==> src/sv/lge_pkg.sv <==
// ----------------------------------------------------------------------------
// lge_pkg: shared definitions for the life generation engine
// Payload layouts, command codes, sequencer states and the neighbourhood
// bundle passed to the cell rule unit.
// ----------------------------------------------------------------------------
package lge_pkg;

	// Default grid dimensions.
	localparam int LGE_GRID_WIDTH  = 64;
	localparam int LGE_GRID_HEIGHT = 64;

	// Fixed field widths of the command and result payloads.
	localparam int ADDR_W  = 6;
	localparam int COUNT_W = 13;

	// Command codes; the fourth code does nothing and returns zeros.
	localparam logic [1:0] CMD_WRITE = 2'd0;
	localparam logic [1:0] CMD_READ  = 2'd1;
	localparam logic [1:0] CMD_STEP  = 2'd2;

	typedef struct packed {
		logic [1:0]        command;
		logic [ADDR_W-1:0] row;
		logic [ADDR_W-1:0] column;
		logic              write_value;
	} lge_cmd_t;

	typedef struct packed {
		logic               read_value;
		logic [COUNT_W-1:0] live_count;
	} lge_res_t;

	// The eight neighbours and the centre of one cell; each row is {left, centre, right}.
	typedef struct packed {
		logic [2:0] above;
		logic       left;
		logic       centre;
		logic       right;
		logic [2:0] below;
	} lge_nbhd_t;

	typedef enum logic [3:0] {
		ST_CLEAR,
		ST_IDLE,
		ST_FETCH,
		ST_MODIFY,
		ST_PICK,
		ST_LOAD_TOP,
		ST_LOAD_MID,
		ST_ROW_START,
		ST_CELL,
		ST_ROW_END,
		ST_EMIT
	} lge_state_t;

endpackage

==> src/sv/lge_cell_unit.sv <==
// ----------------------------------------------------------------------------
// lge_cell_unit: B3/S23 rule for one cell
// Counts the live neighbours of one cell and decides whether it lives in
// the next generation. Shared by every cell of a step.
// ----------------------------------------------------------------------------
module lge_cell_unit
	import lge_pkg::*;
(
	input  lge_nbhd_t nbhd,
	output logic      alive
);

	localparam logic [3:0] BIRTH_COUNT   = 4'd3;
	localparam logic [3:0] SURVIVE_COUNT = 4'd2;

	logic [3:0] count;

	// Population of the eight surrounding cells.
	always_comb begin
		count = 4'(nbhd.above[0]) + 4'(nbhd.above[1]) + 4'(nbhd.above[2])
		      + 4'(nbhd.left) + 4'(nbhd.right)
		      + 4'(nbhd.below[0]) + 4'(nbhd.below[1]) + 4'(nbhd.below[2]);
	end

	// Born with exactly three, survives with two or three.
	assign alive = (count == BIRTH_COUNT) || (nbhd.centre && (count == SURVIVE_COUNT));

endmodule

==> config.mk <==
export PLATFORM = sky130hd
export DESIGN_NAME = lge_cell_unit
export DESIGN_NICKNAME = d
export VERILOG_FILES = /design/src/sv/lge_pkg.sv /design/src/sv/lge_cell_unit.sv
export SDC_FILE = /design/constraint.sdc
export NUM_CORES = 1
export LEC_CHECK = 0
export BUFFER_PORTS_ARGS = -buffer_cell sky130_fd_sc_hd__buf_2
export CORE_AREA = 2 2 39 41
export DETAILED_ROUTE_END_ITERATION = 8
export DIE_AREA = 0 0 41 43
export PLACE_DENSITY = 0.46
export SYNTH_ARGS = -nofsm -noshare
export SYNTH_HDL_FRONTEND = slang
export SYNTH_SLANG_ARGS = --single-unit
==> constraint.sdc <==
create_clock -name vclk -period 3.8
set_clock_uncertainty 0.2 [all_clocks]
set_input_delay 0.76 -clock vclk [all_inputs]
set_output_delay 0.76 -clock vclk [all_outputs]
set_load 0.005 [all_outputs]
==> results.md, run 1 <==
- Via density: between 3 and 4
- Initial antenna violation count: 0
- Pwr dens: approximately 230 mW/mm^2
- Fill count: ~160
- Fmax: about 230 MHz
- CP endpoint kind: output port
- GRT Overall Usage: under 10%
- M1 GR Usage: 6.13%
- Min Tclk post-route: between 4 and 5 ns
- Critical path, cell by cell: buf_6, inv_2, fa_1, fa_1, fa_1, inv_2, ha_4, fa_2, o21ai_2, a21oi_1, buf_2
- Post-DR wirelength/cell: roughly 6.3 um
- # nets final: ~50
- Footprint of the multi-input gates: ~160 um^2
- RePlAce Congestion: a little under 0.6
- Number of library cell types mapped by synthesis: 7
- Syn nets: 39
- CP bufs+invs: 4
- Most frequent cells in the layout: 8 x inv_1, 8 x buf_2, 3 x fa_1
- Final setup viols: 1
- Global route overflow: 0
- Effective utilization at floorplan: approximately 13%
- CLK BUF: 0
- Total chip power: roughly 67 uW
- Slew margin rel.: roughly 90%
- First-pass GRT wire length: around 540 um
- Max VDD drop: about 0.045 mV
- Synth top area share: between 40 and 50%
- Slew @ Worst Pin: between 0.1 and 0.15 ns
- Post-CTS Setup Bufs: 0
- Via count: 161
- Site row count: 14
- Worst hold margin: around 1.7 ns
- Cell accounting for the most synthesized area: fa_1
- Storage element area: 0 um^2
- Worst Path Arrival: about 3.3 ns
- Die Area: ~0.0018 mm^2
- Unrepaired setup endpoints after global routing: true
- Hold WC Path Type: primary input to output port
- Setup crit start kind: primary input
- Seq/Total Area, Yosys: 0%
- LEAKAGE: about 0.00016 uW
- Worst Hold End: alive
- Worst EP required: between 2 and 3 ns
- # DRC: 0
- Hold Crit Depth: 4
- Die Span X: 41 um
- Crit Path Max Fanout: 2
- Hold path start: nbhd[4]
- Slowest stage cell, crit path: fa_1
- Synth Warn #: 0
- DP HPWL: approximately 300 um
- Met3 usage in global routing: 0%
- Delay-heaviest family, CP: adder cells
- Met2 usage: about 6.6%
- Final setup margin: -0.504 ns
- Initial DRC Count: 0
- I/O Pins: 10
- Maxcap violations: 0
- CP dominant cell by count: fa_1
- P&R area growth vs syn: 56.8%
- Largest net degree at the start of global routing: 3
- Crit share post-route: 113%
- Status: complete, but fails checks
- Routed WL: around 310 um
- Die Y: approximately 43 um
- Syn Area/Cell: a little over 8 um^2
- Antenna cells: 0
- Fin. Hold Viols: 0
- Synthesized instance count: 23
- Crit Path Category: primary input to output port
- Seq cells: 0
- Failing checks: setup timing
- Top cells by area, synth: fa_1 43%, inv_1 22%, ha_1 20%
- Synth Cell Area: 185 um^2
- Slowest cell delay on critical path: about 0.55 ns
- Final Max Slew Viols: 0
- Vias in the first global route: 141
- Antenna Nets Post-Route: 0
- First-pass DRT Iterations: 1
- Top Usage Layer GRT: met2
- Core Area: between 0.001 and 0.0015 mm^2
- Fraction of layout cells with a size suffix above 1: approximately 48%
- Port Buffers: 10
==> worst max path at each step <==
stage,startpoint,to,cells after the start
floorplan,nbhd[3],alive,9
global placement,nbhd[3],alive,11
detailed placement,nbhd[3],alive,11
CTS,nbhd[0],alive,11
global route,nbhd[0],alive,11
finish,nbhd[0],alive,11
==> synth_stat cells <==
cell type and n:
or2_0 1, ha_1 3, a21oi_1 2, o21ai_0 1, fa_1 4, inv_1 11, nand3_1 1
==> metrics by stage <==
stage / instances / util (%) / setup slack (ns) / setup TNS (ns) / cell area, um^2
after floorplan: 23 / - / -0.337 / -0.337 / 198
after global placement: 49 / 19.3 / -0.636 / -0.636 / 268
after detailed placement: 49 / 19.3 / -0.640 / -0.640 / 268
after CTS: 49 / 20.3 / -0.529 / -0.529 / 280
after global routing: 49 / 21.0 / -0.616 / -0.616 / 290
final: 49 / 21.0 / -0.504 / -0.504 / 290
==> worst min-delay path, stage by stage <==
cell,delay (ns)
buf_2,0.09
o21ai_2,0.05
a21oi_1,0.10
buf_2,0.11
==> kinds of logic after synthesis <==
kind of cell	synth area share [%]
compound gates	8.11
simple gates	6.08
buf+inv	22.3
fa+ha+maj	63.5
==> routing by layer <==
metal / part of all wire (%) / vias to the layer above
li1: - / 85
met1: 42 / 69
met2: 46 / 7
met3: 12 / 0
met4: 0 / 0
met5: 0 / -
==> power by group <==
group	leakage (uW)	internal (uW)	switching, uW
Sequential	0	0	0
Clock	0	0	0
Combinational	0.000160	35.1	32.1
Total	0.000160	35.1	32.1
==> layout make-up <==
type	count	share of cell area, %
Tap cell	16	6.90
Inverter	11	16.8
Timing Repair Buffer	10	20.3
Multi-Input combinational cell	12	56.0
==> timing repair <==
action                                  CTS  global route
resized for setup                         4             2
hold buffers                              0             0
endpoints found under the hold margin     0             0
endpoints found under the setup margin    1             1
pin swaps                                 5             0
No activity file was read; power rests on OpenSTA's default activity.
==> run 2, diff against run 1 <==
--- a/config.mk
+++ b/config.mk
@@ -9,7 +9,7 @@
 export CORE_AREA = 2 2 39 41
 export DETAILED_ROUTE_END_ITERATION = 8
 export DIE_AREA = 0 0 41 43
-export PLACE_DENSITY = 0.46
+export PLACE_DENSITY = 0.45
 export SYNTH_ARGS = -nofsm -noshare
 export SYNTH_HDL_FRONTEND = slang
 export SYNTH_SLANG_ARGS = --single-unit
==> constraint.sdc (replaced) <==
create_clock -name vclk -period 5
set_clock_uncertainty 0.2 [all_clocks]
set_input_delay 1 -clock vclk [all_inputs]
set_output_delay 1 -clock vclk [all_outputs]
set_load 0.005 [all_outputs]
==> run 2 against run 1 <==
The flow now finishes without violations; critical path type unchanged; global-route usage down 0.20 points; sequential cell count unchanged; total power down 41%; cell area down 10%; combinational power down 41%; core utilization down 2.2 points; first-iteration DRC count unchanged.
==> results.md, run 2 (same netlist as run 1, synthesis figures left out) <==
- Unrepaired setup endpoints after global routing: false
- Via count: 159 (-1.2%)
- Vias in the first global route: 145 (+2.8%)
- Slew margin rel.: 88.8% (-3.6 points)
- Port Buffers: 10 (unchanged)
- Min Tclk post-route: ~4.9 ns
- Routed WL: 292 um (-5.5%)
- Max VDD drop: 0.0307 mV (-32%)
- Final setup margin: 0.147 ns (+0.651 ns)
- Core Area: 0.00138 mm^2 (unchanged)
- Final Max Slew Viols: 0 (unchanged)
- Cell area after layout: 260 um^2 (-10%)
- Slowest stage cell, crit path: fa_1
- Slew @ Worst Pin: 0.166 ns (+0.0529 ns)
- # nets final: 51 (unchanged)
- Maxcap violations: 0 (unchanged)
- Antenna Nets Post-Route: 0 (unchanged)
- Crit Path Max Fanout: 2 (unchanged)
- Area after DPL: 255 um^2 (-4.7%)
- Storage element area: 0 um^2 (unchanged)
- Delay-heaviest family, CP: adder cells
- Fmax: around 200 MHz
- Critical path, cell by cell: buf_2, inv_1, fa_1, fa_1, fa_1, inv_1, ha_2, fa_2, o21ai_0, a21oi_1, buf_2
- Die Span X: 41 um (unchanged)
- DP HPWL: 266 um (-11%)
- Antenna cells: 0 (unchanged)
- Fraction of layout cells with a size suffix above 1: 36.4% (-12 points)
- Slowest cell delay on critical path: 0.55 ns (about the same)
- Die Y: 43 um (unchanged)
- Place WS: 0.0728 ns (+0.713 ns)
- Crit share post-route: 97.1%
- Crit Path Category: primary input to output port
- Site row count: 14 (unchanged)
- Setup TNS: 0 ns (+0.504 ns)
- Worst setup path startpoint: nbhd[0]
- Via density: 3.24 (-1.2%)
- Post-CTS Setup Bufs: 0 (unchanged)
- Status: completed
- GRT Overall Usage: 3.82% (-0.20 points)
- Worst Path Arrival: 3.65 ns (+0.31 ns)
- Post-DR wirelength/cell: 5.96 um (-5.5%)
- Die Area: 0.00176 mm^2 (unchanged)
- First-pass DRT Iterations: 1 (unchanged)
- CLK BUF: 0 (unchanged)
- # hold bufs at CTS: 0 (unchanged)
- Met2 usage: 5.63% (-0.94 points)
- Final setup viols: 0 (-1)
- RePlAce Congestion: 0.580 (-1.2%)
- # DRC: 0 (unchanged)
- I/O Pins: 10 (unchanged)
- Pwr dens: 153 mW/mm^2 (-34%)
- P&R area growth vs syn: 40.5%
- Leading cell type in the layout, fill and taps excluded: inv_1
- CP endpoint: alive
- Util after Layout: 18.8% (-2.2 points)
- First-pass GRT wire length: 503 um (-6.5%)
- Worst EP required: 3.80 ns (+0.96 ns)
- Met3 usage in global routing: 0% (unchanged)
- Global route overflow: 0 (unchanged)
- Largest net degree at the start of global routing: 3 (unchanged)
- Hold WC Path Type: primary input to output port
- CP endpoint kind: output port
- Most frequent cells in the layout: 11 x inv_1, 10 x buf_2, 3 x fa_1
- Top Usage Layer GRT: met1
- LEAKAGE: 0.000156 uW (-2.7%)
- Footprint of the multi-input gates: 149 um^2 (-8.5%)
- Fill count: 164 (+3.1%)
- Initial DRC Count: 0 (unchanged)
- CP bufs+invs: 4 (unchanged)
- Effective utilization at floorplan: 13.4% (unchanged)
- Critical path depth in cells: 11 (unchanged)
- Setup crit start kind: primary input
- Post-CTS sizing: 0 (-4)
- Initial antenna violation count: 0 (unchanged)
- M1 GR Usage: 6.43% (+0.30 points)
- Fin. Hold Viols: 0 (unchanged)
- CP dominant cell by count: fa_1
- Seq cells: 0 (unchanged)
## run 2: cell types whose count changed in the layout (fill, tap and decap cells not counted)
cell	previous run	this run
inv_1	8	11
o21ai_0	0	1
o21ai_2	1	0
buf_6	1	0
buf_2	8	10
inv_8	1	0
ha_2	0	1
ha_4	1	0
buf_4	1	0
inv_2	2	0
## run 2: through the flow
stage,hold WS (ns),cells,total power (uW)
6_report,2.17,49,39.7
5_1_grt,2.22,49,48.1
4_1_cts,2.19,49,39.6
3_5_place_dp,2.18,49,39.1
3_3_place_gp,2.19,49,38.9
2_1_floorplan,1.97,23,27.1
## run 2: worst min path at each step
stage / depth (start not counted) / from / endpoint / slack (ns)
3_3_place_gp: 4 / nbhd[4] / alive / 2.19
3_5_place_dp: 4 / nbhd[4] / alive / 2.18
6_report: 4 / nbhd[4] / alive / 2.17
4_1_cts: 4 / nbhd[4] / alive / 2.19
5_1_grt: 4 / nbhd[4] / alive / 2.22
2_1_floorplan: 2 / nbhd[4] / alive / 1.97
## run 2: area by class of cell
class	count	share of cell area, %
well taps	16	7.69
repair buffers	10	19.2
inverters	11	15.9
multi-input cells	12	57.2
## run 2: layer usage
metal / wire length (um) / part of all wire, %
met5: 0 / 0
met1: 141 / 48
met2: 124 / 42
met4: 0 / 0
met3: 26 / 8.9
## run 2: report_power, final
group / switching, uW / leakage (uW) / internal, uW / total (uW)
clock: 0 / 0 / 0 / 0
combinational: 20.0 / 0.000156 / 19.7 / 39.7
sequential: 0 / 0 / 0 / 0
==> run 3, diff against run 2 <==
--- a/config.mk
+++ b/config.mk
@@ -9,7 +9,7 @@
 export CORE_AREA = 2 2 39 41
 export DETAILED_ROUTE_END_ITERATION = 8
 export DIE_AREA = 0 0 41 43
-export PLACE_DENSITY = 0.45
+export PLACE_DENSITY_LB_ADDON = 0.05
 export SYNTH_ARGS = -nofsm -noshare
 export SYNTH_HDL_FRONTEND = slang
 export SYNTH_SLANG_ARGS = --single-unit
==> run 3 against run 2 <==
Routed wire length is 7.9% lower; cell area stayed put; clock-buffer cell count stayed put; first-iteration DRC count stayed put; critical path type unchanged.
==> results.md, run 3 (same netlist as run 1, synthesis figures left out) <==
- CP endpoint kind: output port
- P&R area growth vs syn: 40.5% (unchanged)
- Crit Path Max Fanout: 2 (unchanged)
- Status: completed
- Sequential Power Share: 0% (unchanged)
- Port Buffers: 10 (unchanged)
- Seq cells: 0 (unchanged)
- # nets final: 51 (unchanged)
- Crit Path Category: primary input to output port
- Final setup margin: 0.175 ns (+0.0273 ns)
- LEAKAGE: 0.000156 uW (about the same)
- Routed WL: 269 um (-7.9%)
- Largest net degree at the start of global routing: 3 (unchanged)
- Place WS: 0.0801 ns (+0.00722 ns)
- Via density: 3.39 (+4.4%)
- Hold WC Path Type: primary input to output port
- Maxcap violations: 0 (unchanged)
- Effective utilization at floorplan: 13.4% (unchanged)
- Post-DR wirelength/cell: 5.49 um (-7.9%)
- Initial DRC Count: 0 (unchanged)
- RePlAce Congestion: 0.529 (-8.8%)
- Pwr dens: 153 mW/mm^2 (+0.34%)
- Vias in the first global route: 174 (+20%)
- Hold path start: nbhd[4]
- Most frequent cells in the layout: 11 x inv_1, 10 x buf_2, 3 x fa_1
- Storage element area: 0 um^2 (unchanged)
- # hold bufs at CTS: 0 (unchanged)
- Initial antenna violation count: 0 (unchanged)
- Die Y: 43 um (unchanged)
- Antenna cells: 0 (unchanged)
- Switching Fraction: 48.9% (-1.5 points)
- Hold Crit Depth: 4 (unchanged)
- Die Span X: 41 um (unchanged)
- First-pass DRT Iterations: 1 (unchanged)
- Site row count: 14 (unchanged)
- GRT Overall Usage: 4.22% (+0.40 points)
- Post-CTS Setup Bufs: 0 (unchanged)
- Worst EP required: 3.80 ns (about the same)
- Antenna Nets Post-Route: 0 (unchanged)
- Max VDD drop: 0.0243 mV (-21%)
- Fin. Hold Viols: 0 (unchanged)
- Setup TNS: 0 ns (unchanged)
- Die Area: 0.00176 mm^2 (unchanged)
- Setup crit start kind: primary input
- Via count: 166 (+4.4%)
- First-pass GRT wire length: 572 um (+14%)
- DP HPWL: 283 um (+6.3%)
- Worst Hold End: alive
- Fmax: 207 MHz (+0.57%)
- Min Tclk post-route: 4.83 ns (-0.0273 ns)
- Sw power: 19.5 uW (-2.6%)
- Worst Path Arrival: 3.63 ns (-0.02 ns)
- Final setup viols: 0 (unchanged)
- Core Area: 0.00138 mm^2 (unchanged)
- Unrepaired setup endpoints after global routing: false
- Util after Layout: 18.8% (unchanged)
- P_int: 20.4 uW (+3.4%)
- Leading cell type in the layout, fill and taps excluded: inv_1
- # DRC: 0 (unchanged)
- Slew @ Worst Pin: 0.111 ns (-0.0553 ns)
- Clock power frac: 0% (unchanged)
- Crit share post-route: 96.5% (-0.55 points)
- Fraction of layout cells with a size suffix above 1: 36.4% (unchanged)
- Worst setup path startpoint: nbhd[3]
- Logic gate share of total power: 100.0% (about the same)
- I/O Pins: 10 (unchanged)
- CLK BUF: 0 (unchanged)
- Slew margin rel.: 92.6% (+3.8 points)
- Global route overflow: 0 (unchanged)
- Final Max Slew Viols: 0 (unchanged)
[run 3: cell types whose count changed in the layout (fill, tap and decap cells not counted)]
cell,change
o21ai_0,-1
o21ai_1,+1
[run 3: worst max-delay path, stage by stage]
cell	delay, ns
buf_2	0.07
inv_1	0.04
fa_1	0.56
fa_1	0.44
fa_1	0.49
inv_1	0.04
ha_2	0.18
fa_2	0.52
o21ai_1	0.06
a21oi_1	0.10
buf_2	0.12
[run 3: layer usage]
| layer | vias up | routed length, um | part of all wire [%] | GRT usage [%] |
|---|---|---|---|---|
| li1 | 85 | - | - | - |
| met1 | 75 | 112 | 42 | 5.47 |
| met2 | 6 | 129 | 48 | 7.81 |
| met3 | 0 | 27 | 10 | 0 |
| met4 | 0 | 0 | 0 | 0 |
| met5 | - | 0 | 0 | 0 |
[run 3: power by group through the flow]
stage | logic (uW) | registers [uW] | clock network, uW
3_3_place_gp | 38.7 | 0 | 0
5_1_grt | 51.8 | 0 | 0
6_report | 39.9 | 0 | 0
3_5_place_dp | 39.2 | 0 | 0
4_1_cts | 39.4 | 0 | 0
2_1_floorplan | 27.1 | 0 | 0
[run 3: metrics by stage]
step | hold slack, ns | instances | total power (uW) | cell area (um^2)
CTS | 2.18 | 49 | 39.4 | 255
floorplan | 1.97 | 23 | 27.1 | 185
finish | 2.14 | 49 | 39.9 | 260
detailed placement | 2.17 | 49 | 39.2 | 255
global placement | 2.17 | 49 | 38.7 | 255
global route | 2.21 | 49 | 51.8 | 260
[run 3: how the worst max path moves through the flow]
| stage | slack, ns | end | cells past startpoint |
|---|---|---|---|
| 2_1_floorplan | 0.34 | alive | 9 |
| 3_3_place_gp | 0.1 | alive | 11 |
| 3_5_place_dp | 0.08 | alive | 11 |
| 4_1_cts | 0.08 | alive | 11 |
| 5_1_grt | 0.007 | alive | 11 |
| 6_report | 0.17 | alive | 11 |
[run 3: area by class of cell]
| cell class | count | area (um^2) |
|---|---|---|
| Inverter | 11 | 41.3 |
| Tap cell | 16 | 20.0 |
| Fill cell | 169 | 1120 |
| Multi-Input combinational cell | 12 | 149 |
| Timing Repair Buffer | 10 | 50.0 |
[run 3: what timing repair did]
| action | 4_1_cts | 5_1_grt |
|---|---|---|
| setup endpoints to repair | 0 | 1 |
| gates resized for setup | 0 | 3 |
| hold endpoints to repair | 0 | 0 |
